## config.mk

```make
export PLATFORM = sky130hd
export DESIGN_NAME = threshold_interval_report_table
export DESIGN_NICKNAME = d
export VERILOG_FILES = /design/src/rtl/tirt_pkg.sv /design/src/rtl/threshold_interval_report_table.sv
export SDC_FILE = /design/constraint.sdc
export NUM_CORES = 2
export LEC_CHECK = 0
export ABC_AREA = 0
export BUFFER_PORTS_ARGS = -buffer_cell sky130_fd_sc_hd__buf_4
export CAP_MARGIN = 20
export CORE_MARGIN = 1
export CORE_UTILIZATION = 55
export DETAILED_ROUTE_END_ITERATION = 8
export PLACE_DENSITY_LB_ADDON = 0.3
export SLEW_MARGIN = 40
export SYNTH_ARGS = -nofsm -noshare
export SYNTH_HDL_FRONTEND = slang
export SYNTH_SLANG_ARGS = --single-unit
```

## constraint.sdc

```tcl
create_clock -name clk -period 11.27 [get_ports clk]
set_clock_uncertainty 0.1 [all_clocks]
set_input_delay 1.127 -clock clk [delete_from_list [all_inputs] [get_ports clk]]
set_output_delay 1.127 -clock clk [all_outputs]
set_load 0.02 [all_outputs]
```

## src/rtl/tirt_pkg.sv

```systemverilog
package tirt_pkg;

  typedef enum logic [3:0] {
    MODE_CREATE  = 4'd0,
    MODE_CHANGE  = 4'd1,
    MODE_UPDATE  = 4'd2,
    MODE_SCAN    = 4'd3,
    MODE_FORCE   = 4'd4,
    MODE_SKIP    = 4'd5,
    MODE_EXECUTE = 4'd6,
    MODE_RESTART = 4'd7,
    MODE_ENABLE  = 4'd8,
    MODE_DISABLE = 4'd9,
    MODE_DELETE  = 4'd10,
    MODE_EVERY   = 4'd11
  } mode_t;

  localparam logic [1:0] ST_OK       = 2'd0;
  localparam logic [1:0] ST_INVALID  = 2'd1;
  localparam logic [1:0] ST_FULL     = 2'd2;
  localparam logic [31:0] NO_PERIOD  = 32'hFFFF_FFFF;
  localparam int unsigned MAX_RES    = 16;

  typedef struct packed {
    logic [3:0]         mode;
    logic [3:0]         slot;
    logic [31:0]        now;
    logic signed [31:0] sample;
    logic               execute;
    logic [31:0]        min_interval;
    logic [31:0]        max_interval;
    logic [30:0]        min_change;
  } in_word_t;

  typedef struct packed {
    logic [1:0]         status;
    logic [3:0]         slot_out;
    logic               fired;
    logic signed [31:0] value_out;
    logic               was_updated;
    logic               was_reported;
    logic               enabled;
    logic               last;
  } out_word_t;

endpackage

```

## src/rtl/threshold_interval_report_table.sv

```systemverilog
// non-scan words pass through S_READ and S_EXEC with busy high; the result is registered in S_EXEC
// scan: after the S_SCAN_RD setup state, one result per cycle for the first NRES slots; the slot loop
// through the shared compare unit sets the rate, and S_FREE then releases deleted slots
// reset clears valid and flag bits of all slots; slot data is written by create
// the receiver cannot stall: each result is shown for one cycle with out_valid
module threshold_interval_report_table
  import tirt_pkg::*;
#(
  parameter int unsigned SLOTS = 16
) (
  input  logic      clk,
  input  logic      rst_n,
  input  logic      start,
  output logic      busy,
  input  in_word_t  in_word,
  output logic      out_valid,
  output out_word_t out_word
);

  localparam int unsigned SW = (SLOTS > 1) ? $clog2(SLOTS) : 1;
  localparam int unsigned NRES = (SLOTS < MAX_RES) ? SLOTS : MAX_RES;
  localparam int unsigned CW = $clog2(SLOTS + 1);

  typedef enum logic [2:0] {S_IDLE, S_READ, S_EXEC, S_SCAN_RD, S_SCAN, S_FREE} state_t;

  logic [SLOTS-1:0] valid_r;
  logic [4:0]       flags_r [SLOTS];
  logic [31:0] cur_mem [SLOTS];
  logic [31:0] rep_mem [SLOTS];
  logic [31:0] lt_mem  [SLOTS];
  logic [31:0] lo_mem  [SLOTS];
  logic [31:0] hi_mem  [SLOTS];
  logic [30:0] th_mem  [SLOTS];

  state_t      state_r;
  in_word_t    req_r;
  logic [SW-1:0] idx_r;
  logic [CW-1:0] cnt_r;
  logic        free_ok_r;
  logic [31:0] cur_q, rep_q, lt_q, lo_q, hi_q;
  logic [30:0] th_q;
  logic [SW-1:0] rd_addr;

  // free slot search
  logic [SW-1:0] free_idx;
  logic          free_found;
  always_comb begin
    free_idx = '0;
    free_found = 1'b0;
    for (int i = SLOTS - 1; i >= 0; i--) begin
      if (!valid_r[i]) begin
        free_idx = SW'(i);
        free_found = 1'b1;
      end
    end
  end

  // shared unit: elapsed time and change test
  logic [31:0] el;
  logic signed [32:0] diff;
  logic [32:0] adiff;
  logic minor, fire_t;
  assign el = req_r.now - lt_q;
  assign diff = {cur_q[31], cur_q} - {rep_q[31], rep_q};
  assign adiff = diff[32] ? 33'(-diff) : 33'(diff);
  assign minor = (adiff == '0) || (adiff < {2'b0, th_q});
  assign fire_t = !(el < lo_q) && !(minor && ((el < hi_q) || (hi_q == NO_PERIOD)));

  logic [31:0] lo_set, hi_set;
  assign lo_set = (req_r.min_interval == '0) ? 32'd1 : req_r.min_interval;
  assign hi_set = (req_r.max_interval < lo_set) ? lo_set : req_r.max_interval;

  logic in_range;
  assign in_range = ({28'd0, req_r.slot} < 32'(SLOTS));

  assign rd_addr = (state_r == S_SCAN_RD) ? '0 :
                   (state_r == S_SCAN) ? SW'(idx_r + SW'(1)) :
                   (state_r == S_IDLE) ? SW'(in_word.slot) : SW'(req_r.slot);
  assign busy = (state_r != S_IDLE);

  always_ff @(posedge clk) begin
    cur_q <= cur_mem[rd_addr];
    rep_q <= rep_mem[rd_addr];
    lt_q  <= lt_mem[rd_addr];
    lo_q  <= lo_mem[rd_addr];
    hi_q  <= hi_mem[rd_addr];
    th_q  <= th_mem[rd_addr];
  end

  always_ff @(posedge clk) begin
    if (!rst_n) begin
      state_r   <= S_IDLE;
      valid_r   <= '0;
      for (int i = 0; i < SLOTS; i++) flags_r[i] <= '0;
      out_valid <= 1'b0;
      idx_r     <= '0;
      cnt_r     <= '0;
      free_ok_r <= 1'b0;
    end else begin
      unique case (state_r)
        S_IDLE: begin
          out_valid <= 1'b0;
          if (start) begin
            req_r <= in_word;
            idx_r <= '0;
            cnt_r <= '0;
            state_r <= (in_word.mode == MODE_SCAN) ? S_SCAN_RD : S_READ;
          end
        end
        S_READ: begin
          out_valid <= 1'b0;
          free_ok_r <= free_found;
          idx_r <= free_idx;
          state_r <= S_EXEC;
        end
        S_EXEC: begin
          out_word_t o;
          o = '0;
          o.last = 1'b1;
          o.slot_out = req_r.slot;
          o.status = ST_INVALID;
          out_valid <= 1'b1;
          state_r <= S_IDLE;
          if (req_r.mode == MODE_CREATE) begin
            o.slot_out = 4'(idx_r);
            if (!free_ok_r) begin
              o.status = ST_FULL;
              o.slot_out = '0;
            end else begin
              o.status = ST_OK;
              o.enabled = 1'b1;
              valid_r[idx_r] <= 1'b1;
              flags_r[idx_r] <= 5'b00100;
              cur_mem[idx_r] <= '0;
              rep_mem[idx_r] <= '0;
              lt_mem[idx_r]  <= req_r.now;
              lo_mem[idx_r]  <= lo_set;
              hi_mem[idx_r]  <= hi_set;
              th_mem[idx_r]  <= req_r.min_change;
            end
          end else if (req_r.mode <= MODE_EVERY && in_range && valid_r[SW'(req_r.slot)]) begin
            logic [SW-1:0] s;
            logic [4:0] f;
            logic [31:0] v;
            s = SW'(req_r.slot);
            f = flags_r[s];
            v = cur_q;
            unique case (req_r.mode)
              MODE_CHANGE: begin
                lo_mem[s] <= lo_set;
                hi_mem[s] <= hi_set;
                th_mem[s] <= req_r.min_change;
              end
              MODE_UPDATE: begin
                v = req_r.sample;
                cur_mem[s] <= req_r.sample;
                if (!f[0]) begin
                  rep_mem[s] <= req_r.sample;
                  if (req_r.execute && hi_q != NO_PERIOD) lt_mem[s] <= req_r.now - hi_q;
                end
                f[0] = 1'b1;
              end
              MODE_FORCE: lt_mem[s] <= req_r.now - hi_q;
              MODE_SKIP: begin
                lt_mem[s] <= req_r.now;
                rep_mem[s] <= cur_q;
                f[3] = 1'b0;
              end
              MODE_EXECUTE: begin
                lt_mem[s] <= req_r.now;
                rep_mem[s] <= cur_q;
                f[3] = 1'b1;
              end
              MODE_RESTART: begin
                f[0] = 1'b0;
                lt_mem[s] <= req_r.now;
              end
              MODE_ENABLE: f[2] = 1'b1;
              MODE_DISABLE: f[2] = 1'b0;
              MODE_DELETE: begin
                f[2] = 1'b0;
                f[4] = 1'b1;
              end
              MODE_EVERY: hi_mem[s] <= (req_r.max_interval < lo_q) ? lo_q : req_r.max_interval;
              default: ;
            endcase
            flags_r[s] <= f;
            o.status = ST_OK;
            o.value_out = v;
            o.was_updated = f[0];
            o.was_reported = f[1];
            o.enabled = f[2];
          end
          out_word <= o;
        end
        S_SCAN_RD: begin
          out_valid <= 1'b0;
          state_r <= S_SCAN;
        end
        S_SCAN: begin
          logic [4:0] f;
          logic fr;
          f = flags_r[idx_r];
          fr = 1'b0;
          if (valid_r[idx_r]) begin
            if (fire_t) begin
              lt_mem[idx_r]  <= req_r.now;
              rep_mem[idx_r] <= cur_q;
              if (f[0] && f[2]) f = f | 5'b01010;
            end
            if (f[3]) begin
              f[3] = 1'b0;
              fr = !f[4];
            end
            flags_r[idx_r] <= f;
          end
          out_valid <= (cnt_r < CW'(NRES));
          if (cnt_r < CW'(NRES)) begin
            out_word.status <= valid_r[idx_r] ? ST_OK : ST_INVALID;
            out_word.slot_out <= 4'(idx_r);
            out_word.fired <= fr;
            out_word.value_out <= valid_r[idx_r] ? cur_q : '0;
            out_word.was_updated <= valid_r[idx_r] & f[0];
            out_word.was_reported <= valid_r[idx_r] & f[1];
            out_word.enabled <= valid_r[idx_r] & f[2];
            out_word.last <= (cnt_r == CW'(NRES - 1));
          end
          cnt_r <= cnt_r + CW'(1);
          idx_r <= SW'(idx_r + SW'(1));
          if (cnt_r == CW'(SLOTS - 1)) state_r <= S_FREE;
        end
        S_FREE: begin
          out_valid <= 1'b0;
          for (int i = 0; i < SLOTS; i++) begin
            if (valid_r[i] && flags_r[i][4]) begin
              valid_r[i] <= 1'b0;
              flags_r[i] <= '0;
            end
          end
          state_r <= S_IDLE;
        end
        default: begin
          out_valid <= 1'b0;
          state_r <= S_IDLE;
        end
      endcase
    end
  end

endmodule

```

==> metrics.md <==
| Metric | Value |
|---|---|
| Root Buffer | clkbuf_16 |
| Cell Int Power | 0.0233 W |
| GRT overflow | 0 |
| VDD IR max | between 0.00015 and 0.0002 V |
| DR iter-0 viols | 14100 |
| WL final | 424000 µm |
| Fmax | 115 MHz |
| Pwr dens | 192 nW/µm² |
| CP startpoint kind | flop |
| WHS Path Cells | 1 |
| Clk buf depth | 4 |
| Slew margin rel. | 0.341 |
| Yosys warning count | 0 |
| Ports | about 220 |
| Most frequent cells in the layout | 3347 x edfxtp_1, 3329 x nand2_1, 847 x nand3_1 |
| Cell Area, Synth | 149000 µm² |
| Worst reg2reg path endpoint | lt_mem[0][15]$_DFFE_PP_ |
| Crit Reg-Reg Startpoint | req_r[128]$_DFFE_PP_ |
| DRC viols | 0 |
| Flop pwr share | 0.462 |
| Die X | approximately 520 µm |
| Status | complete, no violations |
| Main synth FF type | edfxtp_1 |
| CP required | 11790 ps |
| Worst Path Max Fanout | 13 |
| Hpwl dp | 249000 µm |
| Commonest non-fill, non-tap cell in the layout | edfxtp_1 |
| Fin. Hold Viols | 0 |
| Vias in the first global route | about 96000 |
| Initial cell density of the core | 0.555 |
| Lkg Pwr | 59.5 nW |
| Nets | between 10000 and 15000 |
| Placed Area | 156000 µm² |
| RSZ-0062 raised after global routing | no |
| Syn_nets | 12300 |
| Post-DR vias/cell | between 6 and 7 |
| Clock-pin slew on the worst setup and hold paths | 60 ps |
| Tmin final | about 8700 ps |
| Pre-Repair DR Iteration Count | 6 |
| Final setup fails | 0 |
| H-tree levels | 5 |
| Total track usage | 0.305 |
| Hold EP | req_r[46]$_DFFE_PP_ |
| Tot Pwr | 0.0323 W |
| Max Cap Viol | 0 |
| Core footprint | 269000 µm² |
| Combinational share of power | 0.174 |
| Syn Inst Count | approximately 12000 |
| First-pass GRT wire length | slightly above 600000 µm |
| Share of layout cells above drive strength 1 | 0.102 |
| Largest net degree at the start of global routing | 188 |
| Hold Path Origin | in_word[46] |
| Register area share after synthesis | 0.705 |
| Slowest cell on crit path | o21ai_1 |
| Yosys cell types | 95 |
| Flop2flop setup slack | 2600 ps |
| Hold Crit Class | in -> reg |
| Drt wl/cell | 26.8 µm |
| Hold-fix buffers, CTS | 0 |
| CTS tree | done |
| Via count | between 100k and 150k |
| Arr. time, crit path | 9190 ps |
| Die area | 273000 µm² |
| Final Wtd Congestion | 0.967 |
| CTS resizes | 0 |
| Tightest Pin Transition | 979 ps |
| Clock power share | 0.364 |
| Area Growth Syn to Fin | 12.6% |
| Worst skew pair latency | 960 ps |
| Setup_tns | 0 ps |
| Crit Path Class | reg -> reg |
| CTS buffer count | 359 |
| Async set-reset flop share out of synthesis | 0 |
| Chip height | 523 µm |
| Final Cycle Share | 0.769 |
| Most used cell, CP | a21oi_1 |
| Syn avg cell area | 12.5 µm² |
| Num rows | 190 |
| Synthesized flop and latch total | between 3000 and 4000 |
| Finished Cell Area | 168000 µm² |
| Post-CTS Setup Bufs | 0 |
| Slowest stage delay, CP | 690 ps |
| Slew Limit Fails | 0 |
| Switching share of power | 0.279 |
| Crit end category | flop |
| Reg2Reg Depth | 33 |
| CTS sink count | 3576 |
| Psw | 0.00900 W |
| # port buffers | 215 |
| Antenna-violating nets left | 0 |
| Initial antenna violation count | 36 |
| Number of synthesized flops with an enable pin | 3347 |
==> kinds of logic after synthesis <==
group,share of synthesized area
XOR/XNOR,0.00622
AND/OR/NAND/NOR,0.149
flip-flops,0.705
AO/OA/AOI/OAI,0.0823
multiplexers,0.0104
adder cells (fa/ha/maj),0.0217
buffers and inverters,0.0261
==> synth_stat cells (206+ instances only) <==
master | count | share of area
edfxtp_1 | 3347 | 0.67
nand2_1 | 3331 | 0.084
nand3_1 | 847 | 0.028
clkbuf_1 | 743 | 0.019
a311oi_1 | 576 | 0.034
and3_1 | 399 | 0.017
a21oi_1 | 391 | 0.013
inv_1 | 256 | 0.0064
ha_1 | 254 | 0.021
dfxtp_1 | 229 | 0.031
a31oi_1 | 218 | 0.0091
nor2_1 | 206 | 0.0052
==> power groups by stage <==
stage	sequential (W)	clock [W]	combinational, W
6_report	0.0149	0.0118	0.00561
2_1_floorplan	0.0151	0	0.00376
3_3_place_gp	0.0152	0	0.00536
4_1_cts	0.0149	0.0118	0.00550
5_1_grt	0.0149	0.0123	0.00611
3_5_place_dp	0.0152	0	0.00545
==> how the worst max path moves through the flow <==
stage | start | end | slack [ps]
floorplan | rst_n | flop | 1640
global placement | req_r[128]$_DFFE_PP_ | rep_mem[3][8]$_DFFE_PP_ | 2030
detailed placement | req_r[128]$_DFFE_PP_ | lt_mem[0][15]$_DFFE_PP_ | 2760
CTS | req_r[128]$_DFFE_PP_ | lt_mem[0][15]$_DFFE_PP_ | 2670
global route | req_r[128]$_DFFE_PP_ | lt_mem[0][15]$_DFFE_PP_ | 2160
finish | req_r[128]$_DFFE_PP_ | lt_mem[0][15]$_DFFE_PP_ | 2600
==> flip-flops by register name, indices dropped and copies added, names as in the netlist, 43 cells and up, named ones only <==
name      flops
out_word     43
flags_r      80
rep_mem     512
cur_mem     512
hi_mem      512
th_mem      496
req_r       168
lt_mem      512
lo_mem      512
==> layout make-up <==
class / instances / area [µm²]
sequential: 3576 / 105000
fill: 19400 / 101000
multi-input combinational: 7301 / 41500
clock buffer: 474 / 9770
tap: 3552 / 4440
timing repair buffer: 496 / 4410
clock inverter: 182 / 1760
inverter: 258 / 968
antenna: 11 / 27.5
==> per-stage QoR <==
stage | setup slack (ps) | cells | utilization | hold slack (ps)
after floorplan | 1640 | 11900 | - | 415
after global placement | 2030 | 15100 | 0.579 | 441
after detailed placement | 2760 | 15200 | 0.581 | 466
after CTS | 2670 | 15800 | 0.624 | 217
after global routing | 2160 | 15800 | 0.625 | 254
final | 2600 | 15900 | 0.625 | 251
==> metal layers <==
metal / vias to the layer above / GRT usage / wire length (µm)
met5: - / 0 / 110
met2: 6067 / 0.462 / 192000
met4: 14 / 0.0959 / 13200
li1: 44100 / - / -
met3: 827 / 0.0692 / 52800
met1: 50100 / 0.440 / 166000
==> worst max-delay path: cells and delay by family (launching register included) <==
family	cells	cell delay [ps]
xor gates and xnor gates	1	170
and+or+nand+nor	9	1820
buffers and inverters	3	550
AOI/OAI and AO/OA	17	4430
DFF	1	360
adders and majority gates	3	910
(Power assumes the default switching activity.)
